File: config.mk
export PLATFORM = sky130hd
export DESIGN_NAME = qnv_div_cell
export DESIGN_NICKNAME = d
export VERILOG_FILES = /design/src/rtl/core/qnv_pkg.sv /design/src/rtl/core/qnv_div_cell.sv
export SDC_FILE = /design/constraint.sdc
export NUM_CORES = 1
export LEC_CHECK = 0
export BUFFER_PORTS_ARGS = -buffer_cell sky130_fd_sc_hd__buf_2
export CORE_MARGIN = 1.5
export CORE_UTILIZATION = 30
export CTS_CLUSTER_SIZE = 30
export DETAILED_ROUTE_END_ITERATION = 12
export PLACE_DENSITY_LB_ADDON = 0.08
export SKIP_LAST_GASP = 1
export SLEW_MARGIN = 30
export SYNTH_ARGS = -nofsm -noshare
export SYNTH_HDL_FRONTEND = slang
export SYNTH_SLANG_ARGS = --single-unit
File: constraint.sdc
create_clock -name clk -period 6.5 [get_ports clk]
set_clock_uncertainty 0.1 [all_clocks]
set_input_delay 1.3 -clock clk [delete_from_list [all_inputs] [get_ports clk]]
set_output_delay 1.3 -clock clk [all_outputs]
set_load 0.05 [all_outputs]
File: src/rtl/core/qnv_pkg.sv
// Package with shared constants for the quaternion north vector core.
package qnv_pkg;

  // Default component width of one quaternion element.
  localparam int QuatBitsDefault = 16;
  // Width of the field strength register.
  localparam int FieldBits = 7;
  // Field strength after reset, in whole microtesla.
  localparam logic [FieldBits-1:0] FieldReset = 7'd45;
  // Width of the scale K = 256 * F.
  localparam int KBits = FieldBits + 8;
  // Number of quotient bits produced by the divider chain.
  localparam int QuoBits = 16;
  // Width of one result field.
  localparam int MagBits = 16;

  // Configuration register indexes.
  localparam logic CfgEnable = 1'b0;
  localparam logic CfgField  = 1'b1;

endpackage

File: src/rtl/core/qnv_div_cell.sv
// One cell of the divider chain: one restoring step for the three numerators.
module qnv_div_cell
  import qnv_pkg::*;
#(
  parameter int NumBits = 50,
  parameter int Shift   = 0
) (
  input  logic               clk,
  input  logic               rst,
  input  logic               in_valid,
  input  logic               in_zero,
  input  logic [NumBits-1:0] in_norm,
  input  logic [NumBits-1:0] in_rem0,
  input  logic [NumBits-1:0] in_rem1,
  input  logic [NumBits-1:0] in_rem2,
  input  logic [QuoBits-1:0] in_q0,
  input  logic [QuoBits-1:0] in_q1,
  input  logic [QuoBits-1:0] in_q2,
  input  logic [2:0]         in_neg,
  output logic               out_valid,
  output logic               out_zero,
  output logic [NumBits-1:0] out_norm,
  output logic [NumBits-1:0] out_rem0,
  output logic [NumBits-1:0] out_rem1,
  output logic [NumBits-1:0] out_rem2,
  output logic [QuoBits-1:0] out_q0,
  output logic [QuoBits-1:0] out_q1,
  output logic [QuoBits-1:0] out_q2,
  output logic [2:0]         out_neg
);

  localparam int WBits = NumBits + QuoBits;

  // Divisor shifted to this cell's quotient bit.
  logic [WBits-1:0] d;
  logic             t0, t1, t2;

  always_comb begin
    d  = WBits'(in_norm) << Shift;
    t0 = d <= WBits'(in_rem0);
    t1 = d <= WBits'(in_rem1);
    t2 = d <= WBits'(in_rem2);
  end

  always_ff @(posedge clk) begin
    if (rst) begin
      out_valid <= 1'b0;
    end else begin
      out_valid <= in_valid;
    end
    out_zero <= in_zero;
    out_norm <= in_norm;
    out_neg  <= in_neg;
    out_rem0 <= t0 ? NumBits'(WBits'(in_rem0) - d) : in_rem0;
    out_rem1 <= t1 ? NumBits'(WBits'(in_rem1) - d) : in_rem1;
    out_rem2 <= t2 ? NumBits'(WBits'(in_rem2) - d) : in_rem2;
    out_q0   <= in_q0 | (QuoBits'(t0) << Shift);
    out_q1   <= in_q1 | (QuoBits'(t1) << Shift);
    out_q2   <= in_q2 | (QuoBits'(t2) << Shift);
  end

endmodule

==> reports/metrics.cfg, run 1 <==
[clock_tree]
ctsHoldBuffers=0
cts-resized-gates=0
root_buffer=clkbuf_16
clockBufferDepth=3
post_cts_buffers=0
clock_sinks=253
htree_levels=1
numCtsBuffers=31
cts_tree=yes
clk_pin_slew_ns=0.06

[timing]
min_period_over_period_pct=73.5
timing.fmax_mhz=209
setup_tns_ns=0
timing.slew.headroom_pct=44.1
setup_violations=0
final.min_clock_period_ns=4.78
rsz0062_at_grt=no
worst-slew-pin-transition_ns=0.831
drv_slew=0
final_hold_viol_count=0

[yosys]
yosysMostFrequentCell=dfxtp_1
yosysWarnings=0
ys_types=81
synth_top_area_cell=dfxtp_1
synth_seq_cells=253
synth_edf_count=0
synthesis.nets=2201
async_flop_share_pct=0
synth_flop_cell=dfxtp_1
avgSynthCellArea_sq_um=8.64
netlist_area_sq_mm=0.0155
synth_common_cells=253 x dfxtp_1, 169 x a21oi_1, 163 x nand2_1
synthCells=1793
synth.top_cell.area_share_pct=32.7
synthTopCellsByArea=dfxtp_1 33%, ha_1 12%, mux2_2 5.9%
yosysSeqAreaShare_pct=32.7

[global_route]
gr-total-overflow=0
grt_max_degree=65
grtUsageTotal_pct=21.7
grt_pass1_wl_microns=87900
antenna_found_initial=13
grt_pass1_vias=14900

[floorplan]
die-area_sq_mm=0.0530
die_width_microns=230
die_h_microns=230
start_util_pct=30.3
core_area_sq_mm=0.0512
ioPinCount=508
rows=83

[worst_setup_path]
end_kind=register
path_class=in -> reg
critPathLaunchType=primary input
crit_arrival_ns=5.16
critPathMaxFanout=64
cp.required_ns=6.88

[routing]
ant_nets=0
routed_wl_microns=59800
dr.pass1.iters=5
drc=0
vias=14900
drt-initial-drc-count=613
avgViaCountPerCell=5.01
wire_per_inst_microns=20.1

[hold_path]
min_path_type=in -> reg

[finish]
synthToLayoutAreaGrowth_pct=27.0
layout-drive-gt1-share_pct=29.5
fin_cells=2977
num-nets-final=2677
seq_area_sq_mm=0.00506
fillerInstances=5378
multi_input_area_sq_mm=0.00980

[placed_design]
port-buffer-count=507
gp_congestion=0.913
place_inst=2916
dp_hpwl_microns=50300

[flow_run]
drv_cap=0

[power_and_ir_drop]
leakagePower_nw=9.39
total_power_mw=5.81
ir_drop_uv=199
power_density_mw_per_mm2=295

[status]
status=complete, no violations

[flip-flops by register name (all words and copies together), names as in the netlist]
name and cells:
out_neg 3, out_q1 16, out_rem0 50, out_norm 50
out_q2 16, out_valid 1, out_rem2 50, out_q0 16
out_zero 1, out_rem1 50
[logic make-up (layout without fill, tap and decap cells)]
| group | after synthesis | in the layout | synth area share (%) |
|---|---|---|---|
| AOI/OAI and AO/OA | 546 | 546 | 22.5 |
| and+or+nand+nor | 466 | 466 | 14.5 |
| DFF | 253 | 253 | 32.7 |
| muxes | 90 | 90 | 6.47 |
| adders and majority gates | 153 | 153 | 12.5 |
| other | 0 | 4 | 0 |
| xor gates and xnor gates | 126 | 126 | 7.12 |
| buffers and inverters | 159 | 659 | 4.18 |
[critical path: stages]
cell     delay, ns
buf_2         0.09
inv_1         0.14
ha_1          0.61
nand4_1       0.13
or4_1         0.58
nor4_1        0.74
a31oi_1       0.26
o21ai_0       0.28
nor2_4        0.25
buf_4         0.37
mux2_2        0.34
[final timing paths]
path	startpoint	end	slack, ns	cells after the start
setup / recovery	in_norm[41]	out_rem1[11]$_DFF_P_	1.72	11
hold / removal	in_q2[11]	out_q2[11]$_DFF_P_	0.71	1
[cells in the final DEF (no fill, tap or decap), drive strengths merged, types with 9 or more instances in the layout]
| cell type | netlist | routed |
|---|---|---|
| o21a | 22 | 22 |
| mux2i | 9 | 9 |
| nand3 | 44 | 44 |
| clkbuf | 44 | 43 |
| nand2b | 23 | 23 |
| a31oi | 24 | 24 |
| and3 | 22 | 22 |
| ha | 150 | 150 |
| or3 | 10 | 10 |
| a21oi | 169 | 169 |
| buf | 25 | 512 |
| nor2 | 90 | 90 |
| xnor2 | 73 | 73 |
| mux2 | 81 | 81 |
| o21ai | 130 | 130 |
| xor2 | 53 | 53 |
| o31ai | 13 | 13 |
| a211oi | 10 | 10 |
| nand2 | 163 | 163 |
| a21o | 77 | 77 |
| nor2b | 26 | 26 |
| inv | 90 | 93 |
| o211ai | 12 | 12 |
| o21bai | 23 | 23 |
| nand4 | 25 | 25 |
| nor3 | 25 | 25 |
| dfxtp | 253 | 253 |
[through the flow]
stage / cell area (sq um) / util, % / setup slack [ns] / hold slack, ns
global route: 19700 / 38.4 / 1.53 / 0.680
global placement: 18600 / 36.4 / 1.12 / 1.30
CTS: 19700 / 38.4 / 1.78 / 0.674
finish: 19700 / 38.4 / 1.72 / 0.714
floorplan: 15500 / - / 2.24 / 1.23
detailed placement: 18600 / 36.4 / 1.16 / 1.30
[layout make-up]
| class | instances | share of cell area (%) |
|---|---|---|
| Multi-Input combinational cell | 1381 | 49.8 |
| Sequential cell | 253 | 25.7 |
| Timing Repair Buffer | 512 | 13.1 |
| Clock buffer | 43 | 4.58 |
| Tap cell | 680 | 4.32 |
| Inverter | 90 | 1.72 |
| Clock inverter | 14 | 0.756 |
| Antenna cell | 4 | 0.0509 |
[layer usage]
metal,routed length (microns),GRT usage [%],up-vias
li1,-,-,7407
met1,27300,28.3,6997
met2,27300,35.9,431
met3,3740,5.11,77
met4,1360,5.07,16
met5,112,0,-
[power by group]
| group | internal [mW] | leakage, nW | switching [mW] |
|---|---|---|---|
| Combinational | 0.683 | 6.75 | 1.56 |
| Sequential | 1.75 | 2.13 | 0.0546 |
| Clock | 1.05 | 0.507 | 0.712 |
| Total | 3.48 | 9.39 | 2.32 |
(Power assumes the default switching activity.)
==> inputs of run 2 (changes only) <==
- clock period: 6.5 -> 4.95 ns (I/O delays scaled with it)
==> run 2 against run 1 <==
  * Worst setup slack worse by 0.93 ns
  * Critical path type unchanged
  * Hold slack worse by 0.28 ns
  * Highest routed layer unchanged
  * Global-route usage up 0.17 points
  * First-iteration DRC count up 2.0%
  * Largest cell class unchanged
==> reports/metrics.cfg, run 2 (synthesized netlist as in run 1, its figures left out) <==
[timing]
min_period_over_period_pct=83.9
final.min_clock_period_ns=4.16
finalWorstSetupSlack_ns=0.795  ; was 1.72 ns
timing.slew.headroom_pct=48.8  ; was 44.1%
timing.fmax_mhz=241
drv_slew=0  ; unchanged
timing.hold.ws_ns=0.430  ; was 0.714 ns
final_hold_viol_count=0  ; unchanged
setup_tns_ns=0  ; unchanged
setup_violations=0  ; unchanged
worst-slew-pin-transition_ns=0.748  ; was 0.831 ns
rsz0062_at_grt=no  ; unchanged

[routing]
drc=0  ; unchanged
wire_per_inst_microns=19.9  ; was 20.1 microns
dr.pass1.iters=5  ; unchanged
drt-initial-drc-count=625  ; was 613
avgViaCountPerCell=4.96  ; was 5.01
vias=14900  ; about the same
routed_wl_microns=59800  ; about the same
ant_nets=0  ; unchanged

[clock_tree]
cts_tree=yes  ; unchanged
clock_sinks=253  ; unchanged
post_cts_buffers=0  ; unchanged
numCtsBuffers=34  ; was 31
clockBufferDepth=3  ; unchanged
cts-resized-gates=0  ; unchanged
ctsHoldBuffers=0  ; unchanged
root_buffer=clkbuf_16  ; unchanged
htree_levels=2  ; was 1
clk_pin_slew_ns=0.06  ; about the same

[worst_setup_path]
path_class=in -> reg  ; unchanged
critPathMaxFanout=82  ; was 64
critPathLaunchType=primary input  ; unchanged
cp.required_ns=5.30  ; was 6.88 ns
end_kind=register  ; unchanged
crit_arrival_ns=4.50  ; was 5.16 ns

[power_and_ir_drop]
switching_share_pct=39.8  ; was 40.0%
total_power_mw=7.82  ; was 5.81 mW
netSwitchingPower_mw=3.11  ; was 2.32 mW
pwr-share-clk_pct=31.6  ; was 30.3%
power_density_mw_per_mm2=392  ; was 295 mW/mm^2
power.share.sequential_pct=30.4  ; was 31.1%
ir_drop_uv=222  ; was 199 uV
leakagePower_nw=9.56  ; was 9.39 nW
p_comb_share_pct=38.0  ; was 38.6%
p_int_mw=4.71  ; was 3.48 mW

[placed_design]
dp_hpwl_microns=50400  ; was 50300 microns
gp_congestion=0.910  ; was 0.913
place_inst=2939  ; was 2916
port-buffer-count=507  ; unchanged
dpl-instance-area_sq_mm=0.0188  ; was 0.0186 sq mm
place_ws_ns=0.274  ; was 1.16 ns

[global_route]
grtUsageTotal_pct=21.8  ; was 21.7%
grt_pass1_wl_microns=88200  ; was 87900 microns
grt_use_met3_pct=5.03  ; was 5.11%
use_met2_pct=35.9  ; about the same
grt_max_degree=83  ; was 65
antenna_found_initial=11  ; was 13
gr-total-overflow=0  ; unchanged
grt_pass1_vias=14900  ; about the same
top_usage_layer=met2  ; unchanged
met1_usage_pct=28.5  ; was 28.3%

[finish]
layout-drive-gt1-share_pct=30.3  ; was 29.5%
final_common_cell=buf_2  ; unchanged
fin_cells=3001  ; was 2977
synthToLayoutAreaGrowth_pct=28.9  ; was 27.0%
final_cell_mix=507 x buf_2, 253 x dfxtp_1, 169 x a21oi_1  ; unchanged
num-nets-final=2703  ; was 2677
stdcell_area_sq_mm=0.0200  ; was 0.0197 sq mm
utilization_pct=39.0  ; was 38.4%

[floorplan]
rows=83  ; unchanged
die-area_sq_mm=0.0530  ; unchanged
ioPinCount=508  ; unchanged
start_util_pct=30.3  ; unchanged
die_width_microns=230  ; unchanged
core_area_sq_mm=0.0512  ; unchanged
die_h_microns=230  ; unchanged

[hold_path]
min_path_type=in -> reg  ; unchanged

[flow_run]
drv_cap=0  ; unchanged

[status]
status=complete, no violations  ; unchanged

run 2: cell type report:
| class | count | area (sq um) |
|---|---|---|
| Clock buffer | 40 | 903 |
| Fill cell | 5337 | 31200 |
| Tap cell | 680 | 851 |
| Sequential cell | 253 | 5060 |
| Inverter | 90 | 338 |
| Antenna cell | 3 | 7.51 |
| Clock inverter | 19 | 215 |
| Timing Repair Buffer | 535 | 2800 |
| Multi-Input combinational cell | 1381 | 9800 |
run 2: path summary, 6_finish.rpt:
path / from / endpoint / slack, ns / depth (start not counted)
max: in_norm[0] / out_rem1[12]$_DFF_P_ / 0.79 / 13
min: in_q1[13] / out_q1[13]$_DFF_P_ / 0.43 / 1
run 2: worst max-delay path, cell delays in order:
cell and delay [ns]:
buf_2 0.14, ha_1 0.23, fa_1 0.41, nand2b_1 0.18, a21o_2 0.23, a2111oi_4 0.33, nor4_2 0.14, o31ai_2 0.35
a31oi_1 0.19, a311oi_1 0.51, nor2_4 0.15, buf_12 0.21, mux2_2 0.33
run 2: power groups by stage:
stage	sequential, mW	combinational (mW)	clock (mW)
global placement	2.42	2.98	0
global route	2.40	3.19	2.63
CTS	2.38	2.99	2.57
finish	2.38	2.97	2.47
detailed placement	2.42	2.97	0
floorplan	3.35	1.21	0
run 2: per-layer routing:
| layer | part of all wire, % | wire [microns] | vias to the layer above |
|---|---|---|---|
| met4 | 2.2 | 1290 | 16 |
| met2 | 46 | 27300 | 403 |
| met1 | 46 | 27400 | 6914 |
| met3 | 6.2 | 3730 | 79 |
| li1 | - | - | 7482 |
| met5 | 0.16 | 98 | - |
==> inputs of run 3 (changes only) <==
- clock period: 4.95 -> 3.5 ns (I/O delays scaled with it)
==> run 3 against run 2 <==
  * Design area up 16%
  * Sequential share of layout area down 3.5 points
  * First-iteration DRC count up 19%
  * Highest routed layer unchanged
  * Largest cell class unchanged
  * Cell count up 13%
  * Worst setup slack worse by 0.75 ns
  * Core utilization up 6.1 points
  * Non-clock buffer count up 399
==> reports/metrics.cfg, run 3 (synthesized netlist as in run 1, its figures left out) <==
[timing]
finalWorstSetupSlack_ns=0.0432  ; was 0.795 ns
min_period_over_period_pct=98.8
rsz0062_at_grt=yes  ; was no
worst-slew-pin-transition_ns=0.499  ; was 0.748 ns
final.min_clock_period_ns=3.46
final_hold_viol_count=0  ; unchanged
timing.fmax_mhz=289
setup_violations=0  ; unchanged
drv_slew=0  ; unchanged
timing.slew.headroom_pct=65.8  ; was 48.8%
timing.hold.ws_ns=0.110  ; was 0.430 ns

[global_route]
antenna_found_initial=11  ; unchanged
grt_pass1_wl_microns=91600  ; was 88200 microns
grtUsageTotal_pct=22.5  ; was 21.8%
grt_pass1_vias=16200  ; was 14900
grt_max_degree=84  ; was 83
gr-total-overflow=0  ; unchanged

[finish]
num-nets-final=3098  ; was 2703
synthToLayoutAreaGrowth_pct=49.2  ; was 28.9%
seq_area_sq_mm=0.00506  ; unchanged
multi_input_area_sq_mm=0.00993  ; was 0.00980 sq mm
layout-drive-gt1-share_pct=40.9  ; was 30.3%
utilization_pct=45.2  ; was 39.0%
stdcell_area_sq_mm=0.0231  ; was 0.0200 sq mm
final_common_cell=buf_2  ; unchanged
final_cell_mix=507 x buf_2, 418 x buf_4, 253 x dfxtp_1  ; was 507 x buf_2, 253 x dfxtp_1, 169 x a21oi_1
fillerInstances=5164  ; was 5337

[clock_tree]
clockBufferDepth=3  ; unchanged
cts_tree=yes  ; unchanged
htree_levels=1  ; was 2
clk_pin_slew_ns=0.06  ; about the same
root_buffer=clkbuf_16  ; unchanged
clock_sinks=253  ; unchanged
numCtsBuffers=30  ; was 34

[worst_setup_path]
critPathLaunchType=primary input  ; unchanged
end_kind=register  ; unchanged
crit_arrival_ns=3.84  ; was 4.50 ns
crit_family=compound AO/OA/AOI/OAI gates  ; unchanged
critPathMostFrequentCell=buf_4
slowest_delay_ns=0.45  ; was 0.51 ns
path_class=in -> reg  ; unchanged
critical-path-slowest-cell=a2111oi_4  ; was a311oi_1
path_buf_inv=4  ; was 2
worstPathCellList=buf_2 -> buf_4 -> fa_2 -> nand2b_4 -> a21o_2 -> a2111oi_4 -> nor4_4 -> o31ai_4 -> a31oi_4 -> a311oi_2 -> buf_4 -> nor2_4 -> clkbuf_16 -> mux2_2  ; was buf_2 -> ha_1 -> fa_1 -> nand2b_1 -> a21o_2 -> a2111oi_4 -> nor4_2 -> o31ai_2 -> a31oi_1 -> a311oi_1 -> nor2_4 -> buf_12 -> mux2_2
critPathMaxFanout=6  ; was 82
cp.required_ns=3.88  ; was 5.30 ns

[floorplan]
ioPinCount=508  ; unchanged
die-area_sq_mm=0.0530  ; unchanged
rows=83  ; unchanged
die_width_microns=230  ; unchanged
start_util_pct=30.3  ; unchanged
core_area_sq_mm=0.0512  ; unchanged
die_h_microns=230  ; unchanged

[placed_design]
gp_congestion=0.899  ; was 0.910
dp_hpwl_microns=53800  ; was 50400 microns
port-buffer-count=507  ; unchanged
dpl-instance-area_sq_mm=0.0218  ; was 0.0188 sq mm
place_ws_ns=-0.706  ; was 0.274 ns

[routing]
dr.pass1.iters=5  ; unchanged
vias=16300  ; was 14900
wire_per_inst_microns=18.6  ; was 19.9 microns
ant_nets=0  ; unchanged
drc=0  ; unchanged
drt-initial-drc-count=745  ; was 625
routed_wl_microns=63300  ; was 59800 microns
avgViaCountPerCell=4.80  ; was 4.96

[power_and_ir_drop]
power_density_mw_per_mm2=498  ; was 392 mW/mm^2
ir_drop_uv=376  ; was 222 uV
leakagePower_nw=11.5  ; was 9.56 nW
total_power_mw=11.5  ; was 7.82 mW

[hold_path]
min_path_type=in -> reg  ; unchanged

[status]
status=complete, no violations  ; unchanged

[flow_run]
drv_cap=0  ; unchanged

[run 3: changes by cell type in the layout (fill, tap and decap cells not counted), moves of 3 or more]
cell      delta
clkinv_4     -3
a31oi_1      -3
o21ai_0      -3
buf_4      +394
[run 3: path summary, 6_finish.rpt]
check,cells past startpoint,to,from
min,1,out_q2[8]$_DFF_P_,in_q2[8]
max,14,out_rem1[11]$_DFF_P_,in_norm[1]
[run 3: timing repair]
action | in CTS | in global routing
pin swaps | 0 | 6
resized for setup | 1 | 17
hold buffers | 0 | 0
setup buffers | 0 | 1
setup endpoints to repair | 2 | 92
cloned | 0 | 4
[run 3: power by group]
part,switching (mW),leakage [nW],internal [mW]
Sequential,0.113,2.13,3.26
Clock,1.30,0.508,2.03
Combinational,3.03,8.86,1.79
Total,4.44,11.5,7.08
[run 3: metrics by stage]
step	setup TNS, ns	std cells
floorplan	0	1793
global placement	-61.87	3333
detailed placement	-65.62	3333
CTS	0	3387
global route	-1.79	3394
finish	0	3396
[run 3: cell type report]
cell class	count	share of cell area, %
multi-input cells	1381	42.9
clock inverters	16	0.996
inverters	90	1.46
diodes	4	0.0433
repair buffers	934	25.4
clock buffers	38	3.56
flip-flops and latches	253	21.9
well taps	680	3.68
[run 3: per-layer routing]
metal / GRT usage, % / part of all wire (%) / wire length, microns
met1: 29.0 / 45 / 28400
met2: 37.6 / 46 / 29100
met3: 4.72 / 6.1 / 3840
met4: 6.45 / 2.9 / 1820
met5: 0 / 0.098 / 62
